File: config.mk
export PLATFORM = sky130hd
export DESIGN_NAME = tick_interval_monitor
export DESIGN_NICKNAME = d
export VERILOG_FILES = /design/src/tim_pkg.sv /design/src/tim_regs.sv /design/src/tick_interval_monitor.sv
export SDC_FILE = /design/constraint.sdc
export NUM_CORES = 2
export LEC_CHECK = 0
export BUFFER_PORTS_ARGS = -buffer_cell sky130_fd_sc_hd__buf_2
export CAP_MARGIN = 20
export CORE_MARGIN = 2
export CORE_UTILIZATION = 55
export CTS_CLUSTER_DIAMETER = 200
export DETAILED_ROUTE_END_ITERATION = 6
export PLACE_DENSITY = 0.76
export SYNTH_ARGS = -nofsm -noshare
export SYNTH_HDL_FRONTEND = slang
export SYNTH_SLANG_ARGS = --single-unit
File: constraint.sdc
create_clock -name clk -period 9.31 [get_ports clk]
set_input_delay 1.862 -clock clk [delete_from_list [all_inputs] [get_ports clk]]
set_output_delay 1.862 -clock clk [all_outputs]
set_load 0.02 [all_outputs]
File: src/tim_pkg.sv
// Package for the tick interval monitor: sequencer states, register map,
// reset values, op and status codes and the configuration bundle.
// No dependencies.
package tim_pkg;

  localparam int ADDR_W = 5;
  localparam int DATA_W = 64;
  localparam int NOM_W  = 40;
  localparam int WGT_W  = 17;
  localparam int TS_W   = 32;
  localparam int DLT_W  = 42;
  localparam int MIS_W  = 16;

  // register index = paddr[4:3]
  localparam logic [1:0] REG_NOMINAL  = 2'd0;
  localparam logic [1:0] REG_WEIGHT   = 2'd1;
  localparam logic [1:0] REG_ADAPTIVE = 2'd2;

  localparam logic [NOM_W-1:0] NOMINAL_RST  = 40'd25600;
  localparam logic [WGT_W-1:0] WEIGHT_RST   = 17'd6554;
  localparam logic             ADAPTIVE_RST = 1'b1;

  localparam logic [1:0] OP_QUERY   = 2'd0;
  localparam logic [1:0] OP_OBSERVE = 2'd1;
  localparam logic [1:0] OP_RESET   = 2'd2;

  localparam logic [1:0] STS_ON_TIME = 2'd0;
  localparam logic [1:0] STS_LATE    = 2'd1;
  localparam logic [1:0] STS_SILENT  = 2'd2;
  localparam logic [1:0] STS_DEAD    = 2'd3;

  // quotient bits 15..0 plus one saturation probe at bit 16
  localparam int DIV_TOP = 16;

  typedef struct packed {
    logic [NOM_W-1:0] nominal;
    logic [WGT_W-1:0] weight;
    logic             adaptive;
  } cfg_t;

  typedef enum logic [3:0] {
    ST_IDLE,
    ST_MUL3,
    ST_MUL10,
    ST_DLT,
    ST_C15,
    ST_C3,
    ST_C10,
    ST_DIV,
    ST_DIFF,
    ST_MUL,
    ST_RND,
    ST_UPD,
    ST_DONE
  } state_t;

endpackage

File: src/tim_regs.sv
// Configuration register file of the tick interval monitor: APB-style
// write/read port over nominal interval, smoothing weight and mode.
// Depends on tim_pkg.
module tim_regs (
  input  logic                        clk,
  input  logic                        rst_n,
  input  logic                        psel,
  input  logic                        penable,
  input  logic                        pwrite,
  input  logic [tim_pkg::ADDR_W-1:0]  paddr,
  input  logic [tim_pkg::DATA_W-1:0]  pwdata,
  output logic [tim_pkg::DATA_W-1:0]  prdata,
  output logic                        pready,
  output tim_pkg::cfg_t               cfg
);
  import tim_pkg::*;

  logic [NOM_W-1:0] nominal_r;
  logic [WGT_W-1:0] weight_r;
  logic             adaptive_r;
  logic             wr_en;
  logic [1:0]       idx;

  assign pready = 1'b1;
  assign wr_en  = psel && penable && pwrite && pready;
  assign idx    = paddr[4:3];

  always_ff @(posedge clk) begin
    if (!rst_n) begin
      nominal_r  <= NOMINAL_RST;
      weight_r   <= WEIGHT_RST;
      adaptive_r <= ADAPTIVE_RST;
    end else if (wr_en) begin
      unique case (idx)
        REG_NOMINAL:  nominal_r  <= pwdata[NOM_W-1:0];
        REG_WEIGHT:   weight_r   <= pwdata[WGT_W-1:0];
        REG_ADAPTIVE: adaptive_r <= pwdata[0];
        default: ;  // drop writes beyond the map
      endcase
    end
  end

  always_comb begin
    unique case (idx)
      REG_NOMINAL:  prdata = {{(DATA_W-NOM_W){1'b0}}, nominal_r};
      REG_WEIGHT:   prdata = {{(DATA_W-WGT_W){1'b0}}, weight_r};
      REG_ADAPTIVE: prdata = {{(DATA_W-1){1'b0}}, adaptive_r};
      default:      prdata = '0;
    endcase
  end

  assign cfg.nominal  = nominal_r;
  assign cfg.weight   = weight_r;
  assign cfg.adaptive = adaptive_r;

endmodule

File: src/tick_interval_monitor.sv
// Tick interval monitor: one shared add/subtract unit under a sequencer.
// With no tick seen an accepted item goes straight to issue; otherwise the sequencer runs
// scaling, delta and threshold compares, up to 17 restoring-divider steps, the EWMA
// multiply, round and update of an adaptive observe, then the issue state.
// One item at a time: the next beat is taken the cycle after the result issues; out_stall
// delays the issue. Reset (synchronous, rst_n low) restores registers, clears the tracker.
module tick_interval_monitor #(
  parameter int FRAC_BITS   = 8,
  parameter int WEIGHT_BITS = 16
) (
  input  logic                              clk,
  input  logic                              rst_n,
  input  logic                              in_valid,
  output logic                              in_stall,
  input  logic [1:0]                        in_op,
  input  logic [tim_pkg::TS_W-1:0]          in_timestamp,
  output logic                              out_valid,
  input  logic                              out_stall,
  output logic [1:0]                        out_status,
  output logic signed [tim_pkg::DLT_W-1:0]  out_delta,
  output logic [tim_pkg::MIS_W-1:0]         out_missed_ticks,
  output logic [tim_pkg::TS_W-1:0]          out_tick_total,
  input  logic                              psel,
  input  logic                              penable,
  input  logic                              pwrite,
  input  logic [tim_pkg::ADDR_W-1:0]        paddr,
  input  logic [tim_pkg::DATA_W-1:0]        pwdata,
  output logic [tim_pkg::DATA_W-1:0]        prdata,
  output logic                              pready
);
  import tim_pkg::*;

  localparam int AW1 = (FRAC_BITS + 35 > 58) ? FRAC_BITS + 35 : 58;
  localparam int AW  = (WEIGHT_BITS + 43 > AW1) ? WEIGHT_BITS + 43 : AW1;
  localparam int CMX = (WEIGHT_BITS > DIV_TOP) ? WEIGHT_BITS : DIV_TOP;
  localparam int CW  = $clog2(CMX + 1);
  localparam int WW  = (WEIGHT_BITS + 1 > WGT_W) ? WEIGHT_BITS + 1 : WGT_W;

  localparam logic signed [AW-1:0] MASK40_A = $signed({{(AW-NOM_W){1'b0}}, {NOM_W{1'b1}}});
  localparam logic signed [AW-1:0] DMAX_A =
    $signed({{(AW-DLT_W+1){1'b0}}, {(DLT_W-1){1'b1}}});
  localparam logic signed [AW-1:0] DMIN_A =
    $signed({{(AW-DLT_W+1){1'b1}}, {(DLT_W-1){1'b0}}});
  localparam logic signed [AW-1:0] HALF_A = $signed(AW'(1) << (WEIGHT_BITS - 1));

  cfg_t cfg;

  tim_regs u_regs (
    .clk     (clk),
    .rst_n   (rst_n),
    .psel    (psel),
    .penable (penable),
    .pwrite  (pwrite),
    .paddr   (paddr),
    .pwdata  (pwdata),
    .prdata  (prdata),
    .pready  (pready),
    .cfg     (cfg)
  );

  state_t state_r, state_nxt;

  // tracker state
  logic              seen_r;
  logic [TS_W-1:0]   last_r;
  logic [NOM_W-1:0]  smooth_r;
  logic [TS_W-1:0]   tcnt_r;

  // per-item working registers
  logic [1:0]            op_r;
  logic [TS_W-1:0]       ts_r;
  logic signed [AW-1:0]  el_r;
  logic                  pos_r;
  logic [NOM_W-1:0]      eff_r;
  logic signed [AW-1:0]  e3_r, e10_r, dl_r, rem_r, dv_r, d_r, acc_r;
  logic                  lt15_r, lt3_r, lt10_r;
  logic [MIS_W-1:0]      q_r;
  logic                  sat_r;
  logic [CW-1:0]         cnt_r;
  logic [WEIGHT_BITS:0]  w_r;

  // output register
  logic                  out_valid_r;
  logic [1:0]            status_r;
  logic [DLT_W-1:0]      delta_r;
  logic [MIS_W-1:0]      missed_r;
  logic [TS_W-1:0]       total_r;

  // shared unit
  logic signed [AW-1:0]  ua, ub, usum;
  logic                  usub;
  logic                  nonneg;

  logic                  in_acc, done_fire, div_go, ewma_go;
  logic [TS_W:0]         diff;
  logic signed [AW-1:0]  effa, smootha, obsa;
  logic [WW-1:0]         wext, dext;
  logic [WEIGHT_BITS:0]  wsat;
  logic [1:0]            status_c;
  logic [DLT_W-1:0]      delta_c;
  logic [MIS_W-1:0]      missed_c;

  assign in_stall  = (state_r != ST_IDLE);
  assign in_acc    = in_valid && !in_stall;
  assign done_fire = (state_r == ST_DONE) && (!out_valid_r || !out_stall);

  assign diff    = {1'b0, in_timestamp} - {1'b0, last_r};
  assign effa    = $signed({{(AW-NOM_W){1'b0}}, eff_r});
  assign smootha = $signed({{(AW-NOM_W){1'b0}}, smooth_r});
  assign obsa    = (el_r > MASK40_A) ? MASK40_A : el_r;

  assign wext = WW'(cfg.weight);
  assign dext = WW'(1) << WEIGHT_BITS;
  assign wsat = (wext > dext) ? dext[WEIGHT_BITS:0] : wext[WEIGHT_BITS:0];

  assign div_go  = seen_r && (eff_r != '0) && pos_r;
  assign ewma_go = (op_r == OP_OBSERVE) && seen_r && cfg.adaptive && pos_r;

  assign usum   = usub ? (ua - ub) : (ua + ub);
  assign nonneg = !usum[AW-1];

  // operand selection for the shared unit
  always_comb begin
    ua   = '0;
    ub   = '0;
    usub = 1'b0;
    unique case (state_r)
      ST_MUL3: begin
        ua = effa;
        ub = effa <<< 1;
      end
      ST_MUL10: begin
        ua = effa <<< 3;
        ub = effa <<< 1;
      end
      ST_DLT: begin
        ua = el_r;  ub = effa;  usub = 1'b1;
      end
      ST_C15: begin
        ua = el_r <<< 1;  ub = e3_r;  usub = 1'b1;
      end
      ST_C3: begin
        ua = el_r;  ub = e3_r;  usub = 1'b1;
      end
      ST_C10: begin
        ua = el_r;  ub = e10_r;  usub = 1'b1;
      end
      ST_DIV: begin
        ua = rem_r;  ub = dv_r;  usub = 1'b1;
      end
      ST_DIFF: begin
        ua = obsa;  ub = smootha;  usub = 1'b1;
      end
      ST_MUL: begin
        ua = acc_r <<< 1;
        ub = w_r[WEIGHT_BITS] ? d_r : '0;
      end
      ST_RND: begin
        ua = acc_r;  ub = HALF_A;
      end
      ST_UPD: begin
        ua = smootha;  ub = acc_r >>> WEIGHT_BITS;
      end
      ST_IDLE, ST_DONE: ;
    endcase
  end

  always_comb begin
    state_nxt = state_r;
    unique case (state_r)
      ST_IDLE:  if (in_acc) state_nxt = seen_r ? ST_MUL3 : ST_DONE;
      ST_MUL3:  state_nxt = ST_MUL10;
      ST_MUL10: state_nxt = ST_DLT;
      ST_DLT:   state_nxt = ST_C15;
      ST_C15:   state_nxt = ST_C3;
      ST_C3:    state_nxt = ST_C10;
      ST_C10: begin
        if (div_go)       state_nxt = ST_DIV;
        else if (ewma_go) state_nxt = ST_DIFF;
        else              state_nxt = ST_DONE;
      end
      ST_DIV: begin
        if ((cnt_r == CW'(DIV_TOP) && nonneg) || cnt_r == '0) begin
          state_nxt = ewma_go ? ST_DIFF : ST_DONE;
        end
      end
      ST_DIFF:  state_nxt = ST_MUL;
      ST_MUL:   if (cnt_r == '0) state_nxt = ST_RND;
      ST_RND:   state_nxt = ST_UPD;
      ST_UPD:   state_nxt = ST_DONE;
      ST_DONE:  if (done_fire) state_nxt = ST_IDLE;
    endcase
  end

  // result fields from the working registers
  always_comb begin
    if (!seen_r || eff_r == '0) status_c = STS_DEAD;
    else if (lt15_r)            status_c = STS_ON_TIME;
    else if (lt3_r)             status_c = STS_LATE;
    else if (lt10_r)            status_c = STS_SILENT;
    else                        status_c = STS_DEAD;

    if (!seen_r)             delta_c = '0;
    else if (dl_r > DMAX_A)  delta_c = DMAX_A[DLT_W-1:0];
    else if (dl_r < DMIN_A)  delta_c = DMIN_A[DLT_W-1:0];
    else                     delta_c = dl_r[DLT_W-1:0];

    if (sat_r)           missed_c = '1;
    else if (q_r == '0)  missed_c = '0;
    else                 missed_c = q_r - MIS_W'(1);
  end

  always_ff @(posedge clk) begin
    if (!rst_n) begin
      state_r <= ST_IDLE;
    end else begin
      state_r <= state_nxt;
    end
  end

  // datapath
  always_ff @(posedge clk) begin
    unique case (state_r)
      ST_IDLE: begin
        if (in_acc) begin
          op_r  <= in_op;
          ts_r  <= in_timestamp;
          el_r  <= $signed({{(AW-TS_W-1-FRAC_BITS){diff[TS_W]}}, diff, {FRAC_BITS{1'b0}}});
          pos_r <= !diff[TS_W] && (diff != '0);
          eff_r <= cfg.adaptive ? smooth_r : cfg.nominal;
          q_r   <= '0;
          sat_r <= 1'b0;
        end
      end
      ST_MUL3:  e3_r   <= usum;
      ST_MUL10: e10_r  <= usum;
      ST_DLT:   dl_r   <= usum;
      ST_C15:   lt15_r <= usum[AW-1];
      ST_C3:    lt3_r  <= usum[AW-1];
      ST_C10: begin
        lt10_r <= usum[AW-1];
        rem_r  <= el_r;
        dv_r   <= effa <<< DIV_TOP;
        cnt_r  <= CW'(DIV_TOP);
      end
      ST_DIV: begin
        // first probe only detects a quotient past the 16-bit range
        if (cnt_r == CW'(DIV_TOP)) begin
          sat_r <= nonneg;
        end else begin
          q_r <= {q_r[MIS_W-2:0], nonneg};
          if (nonneg) rem_r <= usum;
        end
        dv_r  <= dv_r >>> 1;
        cnt_r <= cnt_r - CW'(1);
      end
      ST_DIFF: begin
        d_r   <= usum;
        acc_r <= '0;
        w_r   <= wsat;
        cnt_r <= CW'(WEIGHT_BITS);
      end
      ST_MUL: begin
        acc_r <= usum;
        w_r   <= {w_r[WEIGHT_BITS-1:0], 1'b0};
        cnt_r <= cnt_r - CW'(1);
      end
      ST_RND, ST_UPD: acc_r <= usum;
      ST_DONE: ;
    endcase
  end

  // tracker update once the result beat is issued
  always_ff @(posedge clk) begin
    if (!rst_n) begin
      seen_r   <= 1'b0;
      last_r   <= '0;
      smooth_r <= NOMINAL_RST;
      tcnt_r   <= '0;
    end else if (done_fire) begin
      if (op_r == OP_OBSERVE) begin
        if (ewma_go) smooth_r <= acc_r[NOM_W-1:0];
        seen_r <= 1'b1;
        last_r <= ts_r;
        if (tcnt_r != '1) tcnt_r <= tcnt_r + TS_W'(1);
      end else if (op_r == OP_RESET) begin
        seen_r   <= 1'b0;
        last_r   <= '0;
        smooth_r <= cfg.nominal;
        tcnt_r   <= '0;
      end
    end
  end

  always_ff @(posedge clk) begin
    if (!rst_n) begin
      out_valid_r <= 1'b0;
    end else if (done_fire) begin
      out_valid_r <= 1'b1;
    end else if (!out_stall) begin
      out_valid_r <= 1'b0;
    end
  end

  always_ff @(posedge clk) begin
    if (done_fire) begin
      status_r <= status_c;
      delta_r  <= delta_c;
      missed_r <= div_go ? missed_c : '0;
      total_r  <= tcnt_r;
    end
  end

  assign out_valid        = out_valid_r;
  assign out_status       = status_r;
  assign out_delta        = $signed(delta_r);
  assign out_missed_ticks = missed_r;
  assign out_tick_total   = total_r;

endmodule
# ---- Yosys cells after proc, flatten, opt, wreduce, memory -nomap -nowiden
# Cells that the tools add are included.
dict set report word_totals {
  ff_bits 823
  inputBits 110
  out_inout_bits 159
  word_cells 176
}
dict set report classes {
  add_sub_neg 6
  n_lt_le_gt_ge 4
  n_eq_ne 28
  mux 48
  n_bitwise 2
  reduce_logical 54
}
# operator n
set op_table {}
lappend op_table {{$pmux W59 S9} 2}
lappend op_table {{$pmux W59 S2} 3}
lappend op_table {{$mux W59} 5}
lappend op_table {{$mux W40} 4}
lappend op_table {{$mux W32} 4}
lappend op_table {{$pmux W40 S3} 1}
lappend op_table {{$mux W16} 4}
lappend op_table {{$add A59 B59 Y59} 1}
lappend op_table {{$gt A59 B42 Y1 const B} 1}
lappend op_table {{$lt A59 B42 Y1 const B} 1}
lappend op_table {{$sub A59 B59 Y59} 1}
lappend op_table {{$pmux W4 S13} 1}
lappend op_table {{$mux W42} 1}
lappend op_table {{$gt A41 B41 Y1 const B} 1}
lappend op_table {{$mux W41} 1}
lappend op_table {{$logic_not A40 Y1} 1}
lappend op_table {{$reduce_bool A40 Y1} 1}
lappend op_table {{$pmux W17 S2} 1}
lappend op_table {{$reduce_bool A33 Y1} 1}
lappend op_table {{$sub A32 B32 Y33} 1}
lappend op_table {{$add A32 B1 Y32 const B} 1}
lappend op_table {{$ne A32 B32 Y1 const B} 1}
lappend op_table {{$pmux W16 S2} 1}
lappend op_table {{$mux W4} 6}
lappend op_table {{34 further kinds} 97}

# ---- Depth between registers and ports, before layout
dict set report logic_depth {
  word_depth 10
  mapped_depth 33
  ltp_nobuf 26
}

# ---- Hierarchy
# Synthesis repeated with hierarchy kept, for this count alone.
dict set report unflattened {
  hier_cells 4000
  area_unflattened_um2 42853.6
}
# mod instances cells_per_inst area_per_inst_um2 seq_area_each_um2
set by_module_without_submodules {}
lappend by_module_without_submodules {tick_interval_monitor 1 3660 39884.5 21780.9}
lappend by_module_without_submodules {tim_regs 1 340 2969.1 1161.1}

# ---- Worst setup path before layout
# Ideal clock, no wire load.
dict set report synth_timing {
  path_type {reg2reg}
  from {reg state_r[2]}
  to {reg rem_r[0] (enable)}
  setup_ns 0.495
  t_arrival_ns 8.956
  t_required_ns 8.815
  path_slack_ns -0.141
  path_stages_with_launch 29
  path_buffers 4
  period_less_slack_ns 9.451
  path_cell_list {dfxtp_1 > buf_2 > buf_2 > buf_4 > buf_2 > nor2_1 > nand2_1 > inv_1 > a32o_1 > nor3_1 > nand3_1 > nor2_1 > and3_1 > nand3_1 > nor2_1 > nor2_1 > xnor2_1 > ha_1 > and3_1 > nand4_1 > inv_1 > a2111oi_0 > nand3_1 > o21ai_1 > o31ai_1 > xnor2_1 > xnor2_2 > nand2b_1 > a21oi_1}
}
dict set report synth_between {
  elab_chain_len 7
  elab_cells_between_ends 25
  cone_classes {add/sub (2); eq/ne (13); mux (4); reduce/logical (6)}
}
# element line_no
set synth_rtl {}
lappend synth_rtl {{start: declaration} tick_interval_monitor.sv:61} ;# state_t state_r, state_nxt;
lappend synth_rtl {{start signal: assignment} tick_interval_monitor.sv:217} ;# state_r <= state_nxt;
lappend synth_rtl {{$eq A4 B3 Y1, or another cell as far along} tick_interval_monitor.sv:127} ;# unique case (state_r)
lappend synth_rtl {{$reduce_or A3 Y1 (no source line) / $reduce_or A2 Y1 (equally long branches)} n/a}
lappend synth_rtl {{$pmux W59 S9} tick_interval_monitor.sv:127}
lappend synth_rtl {{$add A59 B59 Y59 / $sub A59 B59 Y59 (equally long branches)} tick_interval_monitor.sv:119} ;# assign usum = usub ? (ua - ub) : (ua + ub);
lappend synth_rtl {{$mux W59 (*)} tick_interval_monitor.sv:119}
lappend synth_rtl {{net usum[58]} tick_interval_monitor.sv:90} ;# logic signed [AW-1:0] ua, ub, usum;
lappend synth_rtl {{$ne A2 B2 Y1 (no source line) (*)} n/a}
lappend synth_rtl {{$reduce_and A3 Y1 (no source line) (*)} n/a}
lappend synth_rtl {{end signal: assignment} tick_interval_monitor.sv:242} ;# rem_r <= el_r;
lappend synth_rtl {{end signal: assignment} tick_interval_monitor.sv:252} ;# if (nonneg) rem_r <= usum;
lappend synth_rtl {{end: declaration} tick_interval_monitor.sv:75} ;# logic signed [AW-1:0] e3_r, e10_r, dl_r, rem_r, dv_r, d_r, acc_r;
# The timed path passes the listed nets; every way through them passes the cells marked *.
# A chain may end at the register's enable or synchronous reset.

# ---- Final worst setup path
dict set report layout_timing {
  from {reg state_r[0]}
  to {reg rem_r[31] (enable)}
}
# The elaborated chain is that of the path after synthesis.

==> summary.md <==
| Metric | Value |
|---|---|
| Die height | `280.0 um` |
| Setup TNS | `0 ns` |
| Peak Freq | `118.8 MHz` |
| Syn_area_per_cell | `10.65 sq um` |
| ANT cells | `0` |
| Post-route ant nets | `0` |
| Cells after Synth | `3931` |
| Max_cap viols | `0` |
| Max Root-Sink Buffers | `3` |
| Status | `finished, violations left` |
| Die W | `280.0 um` |
| Critical-path top delay cell | `a2111oi_0` |
| Hold path startpoint | `last_r[25]` |
| FF-to-FF End | `rem_r[31]` |
| Top delay family on crit path | `compound AO/OA/AOI/OAI gates` |
| Synthesized area | `41880 sq um` |
| First-pass GRT wire length | `191200 um` |
| Pin count of the biggest net entering global routing | `97` |
| Die ar. | `78370 sq um` |
| Clock latency on the worst-skew pair | `0.68 ns` |
| Area Growth Syn to Fin | `11.98%` |
| # setup viols final | `0` |
| H-tree depth | `3` |
| Drt first-iter violations | `5143` |
| Post-synth top area share | `46.75%` |
| CTS Sinks | `820` |
| R2r setup slk | `0.90 ns` |
| Tightest Pin Transition | `1.152 ns` |
| Via density | `6.501` |
| RSZ-0062 raised after global routing | `false` |
| Failing checks | `design-rule violations` |
| Hold depth | `2` |
| Max-slew violation count | `0` |
| Routability congestion estimate | `1.026` |
| Overflow after GRT | `0` |
| Sequential fraction of the synthesis area | `54.78%` |
| Vias in the first global route | `31210` |
| Critical path's largest stage delay | `0.63 ns` |
| Part of the cycle the worst path needs | `90.38%` |
| Row count | `101` |
| Total CTS buffers | `86` |
| CP Class | `reg -> reg` |
| CP Data Arrival Time | `8.71 ns` |
| Worst endpoint required time | `9.60 ns` |
| Share of cells above drive strength 1 | `12.59%` |
| Final setup margin | `0.8958 ns` |
| Residual DRC | `45` |
| Fin Clk Skew | `0.04412 ns` |
| Worst R2R Start | `state_r[0]` |
| Ports | `269` |
| Worst Setup Start Kind | `flop` |
| Final Util | `61.96%` |
| Total number of vias | `33258` |
| Largest area contributor in the netlist | `edfxtp_1` |
| Drt first pass iters | `7` |
| Register Area | `22950 sq um` |
| Critical path buffers and inverters | `3` |
| Worst Hold Path EP | `last_r[25]` |
| GRT Util Overall | `32.14%` |
| Fin crit period | `8.414 ns` |
| HPWL Detailed | `89600 um` |
| Async set-or-reset flop fraction in the synthesized netlist | `0%` |
| Core box area | `75700 sq um` |
| Initial Utilization | `55.33%` |
| YS warnings | `0` |
| Clock Tree Root | `clkbuf_16` |
| Fin cells | `5116` |
| Pre-CTS WS | `1.217 ns` |
| Routed Wire Length | `128000 um` |
| Critical Path End Type | `flop` |
| Postcts setup bufs | `0` |
| IO Port Bufs | `216` |
| Slew margin rel. | `23.22%` |
| WL/cell | `25.02 um` |
| Top post-synthesis cells by area | `edfxtp_1, dfxtp_1, nand2_1` |
| Initial antenna violation count | `7` |
| Fill cell total of the finished layout | `6055` |
| Placed Cells incl. Taps | `4955` |
| Top_reg_cell synth | `edfxtp_1` |
| Cells on worst reg2reg path | `27` |
| Post-CTS resize count | `0` |
| Multi-input logic area | `17470 sq um` |
| CP Max Fanout | `59` |
| Fin nets | `4274` |
| Synth Register Bits | `820` |
| TritonCTS clock tree | `done` |
| Distinct cells, synth | `83` |
| Final Hold Viols | `0` |
| EDFF count, synth | `652` |
| Hold_buf cts | `0` |
| Worst-path clk slew | `0.06 ns` |
| Hold Path Class | `reg -> reg` |
[cell usage in the layout, fill, tap and decap left out, types with 110 or more instances in the layout]
cell,synthesis,final
edfxtp_1,652,652
nand2_1,573,573
nor2_1,279,273
buf_2,18,215
dfxtp_1,168,165
a21oi_1,159,158
inv_1,154,149
a21boi_0,129,129
o21ai_0,118,117
nand3_1,111,110
[registers in the layout, indices dropped and copies added (netlist names), 16 cells and up]
name / cells
smooth_r: 40
eff_r: 40
out_tick_total: 32
out_delta: 42
d_r: 59
u_regs.nominal_r: 40
last_r: 32
dl_r: 59
acc_r: 59
dv_r: 56
rem_r: 59
out_missed_ticks: 16
u_regs.weight_r: 17
ts_r: 32
tcnt_r: 32
e3_r: 59
el_r: 33
e10_r: 59
w_r: 17
q_r: 16
[layout make-up]
| type | count | area share (%) |
|---|---|---|
| Clock buffer | 113 | 5.066 |
| Clock inverter | 47 | 1.297 |
| Inverter | 155 | 1.249 |
| Multi-Input combinational cell | 2709 | 37.24 |
| Sequential cell | 820 | 48.93 |
| Tap cell | 978 | 2.609 |
| Timing Repair Buffer | 294 | 3.612 |
[cell usage after synthesis (all sizes together) (8+ instances only)]
library cell and count:
a21o 47, and2 73, nand2b 23, or2 8, a221oi 13, dfxtp 168, a21oi 159, and3 18
or3 19, nand3 111, mux2i 98, inv 154, o211ai 16, o211a 37, o21a 12, clkbuf 198
edfxtp 652, nor3 40, and4 10, a22o 46, a22oi 98, xnor2 91, a32oi 16, nand2 573
a21boi 129, o21ai 140, a31oi 28, buf 72, ha 96, xor2 86, nor2 279, a222oi 75
nor4 35, nand4 61, nor2b 29, mux2 49, a211oi 32, o21bai 17, a221o 31
[cell families (layout without fill, tap and decap cells)]
family / count (synthesis) / count (layout) / share of synthesized area (%)
AOI/OAI and AO/OA: 957 / 957 / 16.54
xor gates and xnor gates: 177 / 177 / 3.719
adders and majority gates: 98 / 98 / 2.963
buffers and inverters: 425 / 609 / 4.114
DFF: 820 / 820 / 54.78
muxes: 147 / 147 / 3.660
other: 2 / 25 / 0.01793
and+or+nand+nor: 1305 / 1305 / 14.21
[worst max-delay path by stage]
stage                           from         to  cells after the start
final                     state_r[0]  rem_r[31]                     27
after global routing      state_r[0]  rem_r[32]                     27
after CTS                 state_r[0]  rem_r[31]                     27
after detailed placement  state_r[0]  rem_r[23]                     27
after global placement    state_r[0]  rem_r[24]                     27
after floorplan           state_r[2]   rem_r[0]                     28
[stage by stage]
step	area (sq um)	hold WS (ns)
finish	46900	0.4609
global route	46900	0.4850
CTS	46890	0.4657
detailed placement	43910	0.4589
global placement	43910	0.4493
floorplan	41970	0.4309
[layer usage]
layer,global-route usage [%],routed length [um],up-vias
li1,-,-,14819
met1,43.93,49060,15866
met2,48.24,55820,2220
met3,9.024,17230,349
met4,13.41,5853,4
met5,0,30,-
[worst min-delay path: stages, from the launching register on]
cell	delay (ns)
dfxtp_1	0.31
nand2_1	0.05
a21boi_0	0.06
Power is left out: the tool's default activity adds up to more than one toggle a clock period on the data nets, which glitch-free logic cannot reach.
